<file path="config.mk">
export PLATFORM = sky130hd
export DESIGN_NAME = binhex_line_framer_deframer_unit
export DESIGN_NICKNAME = d
export VERILOG_FILES = /design/src/sv/bhlf_pkg.sv /design/src/sv/binhex_line_framer_deframer_unit.sv /design/src/sv/bhlf_front.sv /design/src/sv/bhlf_queue.sv /design/src/sv/bhlf_back.sv
export SDC_FILE = /design/constraint.sdc
export NUM_CORES = 1
export LEC_CHECK = 0
export BUFFER_PORTS_ARGS = -buffer_cell sky130_fd_sc_hd__buf_2
export CAP_MARGIN = 10
export CORE_MARGIN = 4
export CORE_UTILIZATION = 52
export CTS_CLUSTER_SIZE = 12
export DETAILED_ROUTE_END_ITERATION = 7
export GPL_ROUTABILITY_DRIVEN = 0
export MAX_ROUTING_LAYER = met4
export PLACE_DENSITY = 0.77
export SLEW_MARGIN = 30
export SYNTH_ARGS = -nofsm -noshare
export SYNTH_HDL_FRONTEND = slang
export SYNTH_HIERARCHICAL = 1
export SYNTH_SLANG_ARGS = --single-unit
</file>
<file path="constraint.sdc">
create_clock -name clk -period 3.7 [get_ports clk]
set_input_delay 0.185 -clock clk [delete_from_list [all_inputs] [get_ports clk]]
set_output_delay 0.185 -clock clk [all_outputs]
set_load 0.01 [all_outputs]
</file>
<file path="src/sv/bhlf_pkg.sv">
// Shared types, constants and helpers for the line framer/deframer.
// No dependencies; used by every module of the block.
`default_nettype none

package bhlf_pkg;

  localparam int HdrLen = 45;
  localparam logic [8*HdrLen-1:0] HdrText =
    "(This file must be converted with BinHex 4.0)";

  localparam int StepW = 6;
  localparam int ColW  = 7;

  localparam logic [7:0] ByteColon = 8'h3A;
  localparam logic [7:0] ByteCr    = 8'h0D;
  localparam logic [7:0] ByteLf    = 8'h0A;

  localparam logic [1:0] REG_DIRECTION  = 2'd0;
  localparam logic [1:0] REG_EOL_FIRST  = 2'd1;
  localparam logic [1:0] REG_EOL_SECOND = 2'd2;
  localparam logic [1:0] REG_EOL_LENGTH = 2'd3;

  typedef enum logic [1:0] {
    OP_START  = 2'd0,
    OP_DATA   = 2'd1,
    OP_FINISH = 2'd2
  } op_t;

  typedef enum logic [1:0] {
    JOB_HDR,
    JOB_BYTE,
    JOB_BYTE_EOL,
    JOB_FIN
  } job_kind_t;

  typedef struct packed {
    job_kind_t  kind;
    logic [7:0] data;
    logic       colon_end;
  } job_t;

  typedef struct packed {
    logic [7:0] eol_first;
    logic [7:0] eol_second;
    logic [1:0] eol_length;
  } eol_cfg_t;

  function automatic logic [7:0] hdr_byte(input logic [StepW-1:0] idx);
    logic [7:0] b;
    b = 8'd0;
    if (int'(idx) < HdrLen) begin
      b = HdrText[8*(HdrLen-1-int'(idx)) +: 8];
    end
    return b;
  endfunction

endpackage

`default_nettype wire

</file>
<file path="src/sv/binhex_line_framer_deframer_unit.sv">
// Top level of the BinHex line framer/deframer: config registers plus
// front end, job queue and back end. Depends on bhlf_pkg and submodules.
// The first result beat passes through the job queue, then the back end's output register.
// Throughput: one input beat per cycle; a start in write mode gives 46 to 48
// output beats, a data byte at a line break or a finish 1 to 3, one per cycle unless out_stall;
// input stalls while the job queue is full. Synchronous active-low reset.
`default_nettype none

module binhex_line_framer_deframer_unit #(
  parameter int LINE_LENGTH = 64,
  parameter int QUEUE_DEPTH = 4
) (
  input  wire logic        clk,
  input  wire logic        rst_n,
  input  wire logic        psel,
  input  wire logic        penable,
  input  wire logic        pwrite,
  input  wire logic [3:0]  paddr,
  input  wire logic [31:0] pwdata,
  output logic [31:0]      prdata,
  output logic             pready,
  input  wire logic        in_valid,
  output logic             in_stall,
  input  wire logic [1:0]  in_operation,
  input  wire logic [7:0]  in_data_byte,
  output logic             out_valid,
  input  wire logic        out_stall,
  output logic [7:0]       out_byte,
  output logic             out_kind,
  output logic             out_last
);

  logic               direction_r;
  bhlf_pkg::eol_cfg_t eol_cfg_r;
  logic               cfg_wr, accept, push, pop, full, head_valid;
  bhlf_pkg::job_t     push_job, head_job;

  assign pready = 1'b1;
  assign cfg_wr = psel && penable && pwrite;

  always_ff @(posedge clk) begin
    if (!rst_n) begin
      direction_r <= 1'b0;
      eol_cfg_r   <= '{eol_first: 8'd13, eol_second: 8'd10, eol_length: 2'd2};
    end else if (cfg_wr) begin
      case (paddr[3:2])
        bhlf_pkg::REG_DIRECTION:  direction_r          <= pwdata[0];
        bhlf_pkg::REG_EOL_FIRST:  eol_cfg_r.eol_first  <= pwdata[7:0];
        bhlf_pkg::REG_EOL_SECOND: eol_cfg_r.eol_second <= pwdata[7:0];
        bhlf_pkg::REG_EOL_LENGTH: eol_cfg_r.eol_length <= pwdata[1:0];
        default: ;
      endcase
    end
  end

  always_comb begin
    case (paddr[3:2])
      bhlf_pkg::REG_DIRECTION:  prdata = {31'd0, direction_r};
      bhlf_pkg::REG_EOL_FIRST:  prdata = {24'd0, eol_cfg_r.eol_first};
      bhlf_pkg::REG_EOL_SECOND: prdata = {24'd0, eol_cfg_r.eol_second};
      bhlf_pkg::REG_EOL_LENGTH: prdata = {30'd0, eol_cfg_r.eol_length};
      default:                  prdata = '0;
    endcase
  end

  assign in_stall = full;
  assign accept   = in_valid && !full;

  bhlf_front #(.LINE_LENGTH(LINE_LENGTH)) u_front (
    .clk       (clk),
    .rst_n     (rst_n),
    .accept    (accept),
    .operation (in_operation),
    .data_byte (in_data_byte),
    .direction (direction_r),
    .push      (push),
    .job       (push_job)
  );

  bhlf_queue #(.DEPTH(QUEUE_DEPTH)) u_queue (
    .clk        (clk),
    .rst_n      (rst_n),
    .push       (push),
    .push_job   (push_job),
    .pop        (pop),
    .full       (full),
    .head_valid (head_valid),
    .head_job   (head_job)
  );

  bhlf_back u_back (
    .clk        (clk),
    .rst_n      (rst_n),
    .head_valid (head_valid),
    .head_job   (head_job),
    .eol_cfg    (eol_cfg_r),
    .pop        (pop),
    .out_valid  (out_valid),
    .out_stall  (out_stall),
    .out_byte   (out_byte),
    .out_kind   (out_kind),
    .out_last   (out_last)
  );

endmodule

`default_nettype wire

</file>
<file path="src/sv/bhlf_front.sv">
// Front end: accepts items, tracks stream phase and column, queues jobs.
// Depends on bhlf_pkg.
`default_nettype none

module bhlf_front #(
  parameter int LINE_LENGTH = 64
) (
  input  wire logic            clk,
  input  wire logic            rst_n,
  input  wire logic            accept,
  input  wire logic [1:0]      operation,
  input  wire logic [7:0]      data_byte,
  input  wire logic            direction,
  output logic                 push,
  output bhlf_pkg::job_t       job
);

  typedef enum logic [2:0] {
    PH_IDLE,
    PH_R_LINESTART,
    PH_R_SKIP,
    PH_R_DATA,
    PH_W_DATA
  } phase_t;

  localparam logic [bhlf_pkg::ColW-1:0] LineLen = bhlf_pkg::ColW'(LINE_LENGTH);

  phase_t                      phase_r, phase_nxt;
  logic [bhlf_pkg::ColW-1:0]   column_r, column_nxt;
  logic [bhlf_pkg::ColW-1:0]   col_inc;
  logic                        is_eol, is_colon;

  always_comb begin
    phase_nxt  = phase_r;
    column_nxt = column_r;
    push       = 1'b0;
    job        = '{kind: bhlf_pkg::JOB_BYTE, data: data_byte, colon_end: 1'b0};
    is_eol     = (data_byte == bhlf_pkg::ByteCr) || (data_byte == bhlf_pkg::ByteLf);
    is_colon   = (data_byte == bhlf_pkg::ByteColon);
    col_inc    = column_r + bhlf_pkg::ColW'(1);
    if (accept) begin
      case (bhlf_pkg::op_t'(operation))
        bhlf_pkg::OP_START: begin
          if (direction) begin
            push       = 1'b1;
            job.kind   = bhlf_pkg::JOB_HDR;
            phase_nxt  = PH_W_DATA;
            column_nxt = bhlf_pkg::ColW'(1);
          end else begin
            phase_nxt  = PH_R_LINESTART;
            column_nxt = '0;
          end
        end
        bhlf_pkg::OP_DATA: begin
          case (phase_r)
            PH_R_LINESTART: begin
              if (is_colon) begin
                phase_nxt  = PH_R_DATA;
                column_nxt = bhlf_pkg::ColW'(1);
              end else if (!is_eol) begin
                phase_nxt = PH_R_SKIP;
              end
            end
            PH_R_SKIP: begin
              if (is_eol) phase_nxt = PH_R_LINESTART;
            end
            PH_R_DATA: begin
              if (is_colon) begin
                push          = 1'b1;
                job.colon_end = 1'b1;
                phase_nxt     = PH_IDLE;
                column_nxt    = '0;
              end else if (!is_eol) begin
                push = 1'b1;
              end
            end
            PH_W_DATA: begin
              push = 1'b1;
              if (col_inc >= LineLen) begin
                job.kind   = bhlf_pkg::JOB_BYTE_EOL;
                column_nxt = '0;
              end else begin
                column_nxt = col_inc;
              end
            end
            default: ;
          endcase
        end
        bhlf_pkg::OP_FINISH: begin
          if (phase_r == PH_W_DATA) begin
            push     = 1'b1;
            job.kind = bhlf_pkg::JOB_FIN;
            job.data = bhlf_pkg::ByteColon;
          end
          phase_nxt  = PH_IDLE;
          column_nxt = '0;
        end
        default: ;
      endcase
    end
  end

  always_ff @(posedge clk) begin
    if (!rst_n) begin
      phase_r  <= PH_IDLE;
      column_r <= '0;
    end else begin
      phase_r  <= phase_nxt;
      column_r <= column_nxt;
    end
  end

  a_wcol_in_line: assert property (@(posedge clk) disable iff (!rst_n)
    phase_r == PH_W_DATA |-> column_r < LineLen)
    else $error("write column reached line length");

  a_rcol_small: assert property (@(posedge clk) disable iff (!rst_n)
    (phase_r != PH_W_DATA) |-> column_r <= bhlf_pkg::ColW'(1))
    else $error("column advanced outside write mode");

  a_idle_no_push: assert property (@(posedge clk) disable iff (!rst_n)
    (push && phase_r == PH_IDLE) |-> job.kind == bhlf_pkg::JOB_HDR)
    else $error("job queued with no open stream");

endmodule

`default_nettype wire

</file>
<file path="src/sv/bhlf_queue.sv">
// Short job queue between front and back ends.
// Depends on bhlf_pkg for the job type.
`default_nettype none

module bhlf_queue #(
  parameter int DEPTH = 4
) (
  input  wire logic           clk,
  input  wire logic           rst_n,
  input  wire logic           push,
  input  wire bhlf_pkg::job_t push_job,
  input  wire logic           pop,
  output logic                full,
  output logic                head_valid,
  output bhlf_pkg::job_t      head_job
);

  localparam int PtrW = $clog2(DEPTH);
  localparam int CntW = $clog2(DEPTH + 1);

  bhlf_pkg::job_t       mem_r [DEPTH];
  logic [PtrW-1:0]      wr_ptr_r, wr_ptr_nxt, rd_ptr_r, rd_ptr_nxt;
  logic [CntW-1:0]      count_r, count_nxt;

  assign full       = (count_r == CntW'(DEPTH));
  assign head_valid = (count_r != '0);
  assign head_job   = mem_r[rd_ptr_r];

  always_comb begin
    wr_ptr_nxt = wr_ptr_r;
    rd_ptr_nxt = rd_ptr_r;
    count_nxt  = count_r;
    if (push) begin
      wr_ptr_nxt = (wr_ptr_r == PtrW'(DEPTH - 1)) ? '0 : wr_ptr_r + PtrW'(1);
    end
    if (pop) begin
      rd_ptr_nxt = (rd_ptr_r == PtrW'(DEPTH - 1)) ? '0 : rd_ptr_r + PtrW'(1);
    end
    if (push && !pop) count_nxt = count_r + CntW'(1);
    else if (!push && pop) count_nxt = count_r - CntW'(1);
  end

  always_ff @(posedge clk) begin
    if (push) mem_r[wr_ptr_r] <= push_job;
  end

  always_ff @(posedge clk) begin
    if (!rst_n) begin
      wr_ptr_r <= '0;
      rd_ptr_r <= '0;
      count_r  <= '0;
    end else begin
      wr_ptr_r <= wr_ptr_nxt;
      rd_ptr_r <= rd_ptr_nxt;
      count_r  <= count_nxt;
    end
  end

  a_no_overflow: assert property (@(posedge clk) disable iff (!rst_n)
    !(push && full))
    else $error("push into full queue");

  a_no_underflow: assert property (@(posedge clk) disable iff (!rst_n)
    pop |-> head_valid)
    else $error("pop from empty queue");

  a_count_ptrs: assert property (@(posedge clk) disable iff (!rst_n)
    (count_r == '0) |-> (wr_ptr_r == rd_ptr_r))
    else $error("queue pointers disagree with count");

endmodule

`default_nettype wire

</file>
<file path="src/sv/bhlf_back.sv">
// Back end: expands queued jobs into output beats, one per cycle unless out_stall holds them.
// Depends on bhlf_pkg (header text, job and config types).
`default_nettype none

module bhlf_back (
  input  wire logic              clk,
  input  wire logic              rst_n,
  input  wire logic              head_valid,
  input  wire bhlf_pkg::job_t    head_job,
  input  wire bhlf_pkg::eol_cfg_t eol_cfg,
  output logic                   pop,
  output logic                   out_valid,
  input  wire logic              out_stall,
  output logic [7:0]             out_byte,
  output logic                   out_kind,
  output logic                   out_last
);

  localparam int SW = bhlf_pkg::StepW;

  logic [SW-1:0] step_r, step_nxt;
  logic          out_valid_r, out_valid_nxt;
  logic [7:0]    out_byte_r, out_byte_nxt;
  logic          out_kind_r, out_kind_nxt;
  logic          out_last_r, out_last_nxt;

  logic [1:0]    eol_len;
  logic          is_hdr, has_eol, adv, last;
  logic [SW-1:0] pre, eol_n, total, eol_end;

  always_comb begin
    eol_len = (eol_cfg.eol_length == 2'd3) ? 2'd2 : eol_cfg.eol_length;
    is_hdr  = (head_job.kind == bhlf_pkg::JOB_HDR);
    has_eol = (head_job.kind != bhlf_pkg::JOB_BYTE);
    pre     = is_hdr ? SW'(bhlf_pkg::HdrLen) : SW'(1);
    eol_n   = has_eol ? SW'(eol_len) : '0;
    eol_end = pre + eol_n;
    total   = eol_end + (is_hdr ? SW'(1) : SW'(0));
    last    = (step_r == total - SW'(1));
    adv     = head_valid && (!out_valid_r || !out_stall);
    pop     = adv && last;

    out_byte_nxt  = out_byte_r;
    out_kind_nxt  = out_kind_r;
    out_last_nxt  = out_last_r;
    out_valid_nxt = out_valid_r && out_stall;
    step_nxt      = step_r;
    if (adv) begin
      out_valid_nxt = 1'b1;
      out_last_nxt  = last;
      out_kind_nxt  = 1'b0;
      step_nxt      = last ? '0 : step_r + SW'(1);
      if (step_r < pre) begin
        out_byte_nxt = is_hdr ? bhlf_pkg::hdr_byte(step_r) : head_job.data;
        out_kind_nxt = !is_hdr && head_job.colon_end;
      end else if (step_r < eol_end) begin
        out_byte_nxt = (step_r == pre) ? eol_cfg.eol_first : eol_cfg.eol_second;
      end else begin
        out_byte_nxt = bhlf_pkg::ByteColon;
      end
    end
  end

  always_ff @(posedge clk) begin
    if (!rst_n) begin
      out_valid_r <= 1'b0;
      step_r      <= '0;
    end else begin
      out_valid_r <= out_valid_nxt;
      step_r      <= step_nxt;
    end
    out_byte_r <= out_byte_nxt;
    out_kind_r <= out_kind_nxt;
    out_last_r <= out_last_nxt;
  end

  assign out_valid = out_valid_r;
  assign out_byte  = out_byte_r;
  assign out_kind  = out_kind_r;
  assign out_last  = out_last_r;

  a_step_bound: assert property (@(posedge clk) disable iff (!rst_n)
    step_r < SW'(48))
    else $error("expansion step out of range");

  a_step_needs_job: assert property (@(posedge clk) disable iff (!rst_n)
    (step_r != '0) |-> head_valid)
    else $error("mid-job step with empty queue");

  a_kind_is_colon: assert property (@(posedge clk) disable iff (!rst_n)
    (out_valid_r && out_kind_r) |-> (out_byte_r == bhlf_pkg::ByteColon && out_last_r))
    else $error("end marker beat is not a lone colon");

endmodule

`default_nettype wire
</file>
==> metrics <==
maximum level of the CTS H-tree 3; number of cells on the critical path 15; share of final-layout standard cells stronger than drive strength 1 between 10% and 20%; DRC violation count after routing 0; Layout Utilization 58.79%; fin nets 787; mean cell area of the mapped netlist 9.680 um2; proportion of power drawn by the clock network roughly 45%; clock sink count between 90 and 100; met2 WL 7.524 mm; detailed-route vias per instance 5.929; Required @ worst endpoint 3.97 ns; most common flop cell mapped by yosys sky130_fd_sc_hd__edfxtp_1; total vias in the final route 5229; CTS Root Buffer Type sky130_fd_sc_hd__clkbuf_16; number of cell rows 40; synthesis-to-layout area growth 9.422%; top layer in use met4; crit path cell chain mux4_2, nand2b_4, and3_2, ha_4, xnor2_2, xnor2_1, nor3_1, and2_2, inv_2, ha_2, inv_1, fa_2, xor2_1, or3_1, a21boi_1; Max Cap Viol 0; launching point of the worst reg2reg path u_queue/mem_r[0][10]; Metal-1 WL 6.201 mm; first-pass GRT wire length between 20 and 25 mm; final HPWL from detailed placement 10.83 mm; proportion of synthesized flip-flops having asynchronous set or reset 0%; register bit total from synthesis 99; I/O pins 98; switching power total 0.4921 mW; length of routed met3 wiring roughly 1.0 mm; vias in the first global route 5018; kind of start point of the critical path flip-flop; sort of element at the end of the critical path flip-flop; clock edge transition at the registers on the reported setup and hold paths approximately 0.07 ns; Overall Global Routing Usage 21.39%; sequential share of the synthesized area 38.61%; number of different library cells in the post-synthesis netlist between 80 and 90; part of the power in combinational logic 5.9%; maximum root-to-sink buffer count 2; Final setup violation count 0; worst r2r dst u_queue/count_r[2]; count of filler cells inserted in the layout 1017; Register-to-Register Path Depth 15; cell count after synthesis 675; die outline height 120.1 um; Die X 120.1 um; combined flip-flop and latch cell area 0.002526 mm2; detailed router's first-iteration violation count 714; source-to-sink clock delay at the later pin of the worst-skew pair 0.35 ns; number of antenna diodes 0; final standard cell count with taps included and fillers excluded 882; largest net degree at the start of global routing 48; CP arrival 3.79 ns; Final Slew Violations 0; antenna viol nets, final 0; sw frac about a fifth; critical path class flip-flop to flip-flop; first-pass iteration count of the detailed router 6; Yosys warning total 6; CP Capture Point u_queue/count_r[2]; outcome complete, no violations; share of the clock period used by the worst path 94.97%; power density over the cells between 300 and 400 mW/mm2; leakage power 2.762 nW; power share of the sequential group 49.3%; min cycle time layout 3.514 ns; clock skew after layout a little over 0.008 ns; Buf+Inv Stages, Crit Path 2; startpoint of the worst setup timing path u_queue/mem_r[0][10]; Final Routed Wirelength 15.01 mm; RSZ-0062 raised after global routing no; initial cell density of the core 53.72%; placed cell area 0.006755 mm2; peak clock frequency supported by timing around 0.28 GHz; internal power component 1.874 mW; worst ir drop on vdd 211.9 uV; transition at the pin with the smallest max-transition slack 0.7959 ns; TritonCTS clock tree yes; GR Overflow Total 0; summed instance area of the synthesized netlist 0.006534 mm2; Critical Path Max Stage Delay 0.52 ns; Inst Count DP slightly below 900; Register-to-Register Setup Slack 0.19 ns; relative slew slack between 40% and 50%; worst min-delay path class input pin to flip-flop; library cell contributing the largest single delay on the critical path sky130_fd_sc_hd__mux4_2; initial antenna violation count 0; critical path peak fanout 4; count of flip-flops with a built-in enable after synthesis 54; post-route design area between 0.007 and 0.008 mm2; Top Family by Delay on Critical Path simple AND/OR/NAND/NOR gates; Die Footprint 0.01442 mm2; Hold Vio Cnt, Final 0; number of buffers created by CTS 9; average wire per standard cell 17.02 um; core outline area 0.01216 mm2; number of I/O port buffers 46; footprint of the multi-input gates between 0.003 and 0.004 mm2
-- metal layers --
metal / GRT usage, % / vias to the layer above
met5: - / -
met4: 5.870 / 0
met3: 4.383 / 28
met2: 35.72 / 200
met1: 26.51 / 2506
li1: - / 2495
-- power groups by stage --
stage          registers [mW]  logic (mW)  clock network [mW]
2_1_floorplan            1.19       0.113                   0
3_3_place_gp             1.19       0.131                   0
3_5_place_dp             1.19       0.135                   0
4_1_cts                  1.17       0.136                1.09
5_1_grt                  1.17       0.154                1.14
6_report                 1.17       0.139                1.06
-- final cells by class --
type / count / area share [%]
repair buffers: 62 / 4.900
inverters: 28 / 1.470
clock buffers: 10 / 3.203
well taps: 168 / 2.940
clock inverters: 6 / 1.558
multi-input cells: 509 / 50.60
flip-flops and latches: 99 / 35.33
-- worst register-to-register path: cells and delay by family (launching register included) --
family | cells | cell delay [ns]
AND/OR/NAND/NOR | 5 | 1.02
XOR/XNOR | 3 | 0.44
AO/OA/AOI/OAI | 1 | 0.14
multiplexers | 1 | 0.52
buffers and inverters | 2 | 0.13
adder cells (fa/ha/maj) | 3 | 0.82
flip-flops | 1 | 0.39
-- per-stage QoR --
step                      hold WS [ns]  worst slack [ns]  power (mW)  TNS (ns)
final                           0.1051            0.1861       2.366         0
after global routing           0.09274           0.03778       2.457         0
after CTS                      0.09620           0.03012       2.390         0
after detailed placement        0.4678          -0.03685       1.326  -0.03685
after global placement          0.4440            0.1915       1.321         0
after floorplan                 0.2867            0.1724       1.302         0
-- logic make-up after synthesis --
logic type | synth area share [%]
compound gates | 17.27
xor+xnor | 3.313
fa+ha+maj | 4.902
buf+inv | 8.005
flops | 38.61
mux | 9.307
other cells | 0.1149
simple gates | 18.48
-- synthesized netlist by cell type (all sizes together) (13+ instances only) --
cell type / count / area, um2
inv: 28 / 105.1
buf: 50 / 372.9
nor3: 13 / 65.06
and2: 16 / 100.1
o21ai: 29 / 156.4
nand2b: 18 / 112.6
nor2: 40 / 155.1
ha: 24 / 300.3
nor2b: 20 / 125.1
dfxtp: 45 / 900.9
a21oi: 46 / 234.0
nand2: 58 / 222.7
nand3: 20 / 100.1
edfxtp: 54 / 1622
mux2i: 27 / 274.0
-- sequential cells by signal, summed over array words and instances (netlist names), named ones only --
name and flops:
u_queue/rd_ptr_r 2, u_back/out_last 1, eol_cfg_r 18, u_back/out_byte 8, direction_r 1, u_queue/wr_ptr_r 2, u_front/phase_r 3, u_queue/mem_r 44
u_back/step_r 6, u_back/out_kind 1, u_queue/count_r 3, u_front/column_r 7, u_back/out_valid 1
-- cells in the final DEF (no fill, tap or decap), types with 4 or more instances in the layout --
master                      count
sky130_fd_sc_hd__nand2_1       56
sky130_fd_sc_hd__edfxtp_1      54
sky130_fd_sc_hd__buf_2         46
sky130_fd_sc_hd__a21oi_1       45
sky130_fd_sc_hd__dfxtp_1       44
sky130_fd_sc_hd__nor2_1        37
sky130_fd_sc_hd__mux2i_1       26
sky130_fd_sc_hd__inv_1         26
sky130_fd_sc_hd__conb_1        25
sky130_fd_sc_hd__o21ai_0       24
sky130_fd_sc_hd__ha_1          22
sky130_fd_sc_hd__nor2b_1       20
sky130_fd_sc_hd__nand3_1       20
sky130_fd_sc_hd__nand2b_1      17
sky130_fd_sc_hd__buf_4         16
sky130_fd_sc_hd__and2_1        15
sky130_fd_sc_hd__nor3_1        13
sky130_fd_sc_hd__xor2_1        11
sky130_fd_sc_hd__mux4_2        10
sky130_fd_sc_hd__a22o_1         9
sky130_fd_sc_hd__clkbuf_16      9
sky130_fd_sc_hd__xnor2_1        9
sky130_fd_sc_hd__o211ai_1       7
sky130_fd_sc_hd__o22ai_1        7
sky130_fd_sc_hd__o21a_1         7
sky130_fd_sc_hd__nand4_1        6
sky130_fd_sc_hd__nor3b_1        6
sky130_fd_sc_hd__mux2_2         5
sky130_fd_sc_hd__and3_1         5
sky130_fd_sc_hd__a31oi_1        5
sky130_fd_sc_hd__or3_1          5
sky130_fd_sc_hd__a211oi_1       4
sky130_fd_sc_hd__a311oi_1       4
sky130_fd_sc_hd__a2bb2oi_1      4
sky130_fd_sc_hd__o31ai_1        4
sky130_fd_sc_hd__o21ai_1        4
-- what timing repair did --
action,CTS,global route
gates resized for setup,2,11
hold buffers,0,0
setup buffers,0,1
setup endpoints to repair,1,1
-- how the worst min path moves through the flow --
stage / end / depth (start not counted) / start
final: eol_cfg_r[4] / 3 / pwdata[2]
after global routing: eol_cfg_r[4] / 3 / pwdata[2]
after CTS: eol_cfg_r[11] / 3 / pwdata[1]
after detailed placement: eol_cfg_r[13] / 3 / pwdata[3]
after global placement: u_back/out_valid / 3 / out_stall
after floorplan: direction_r / 1 / paddr[3]
(Power assumes the default switching activity.)
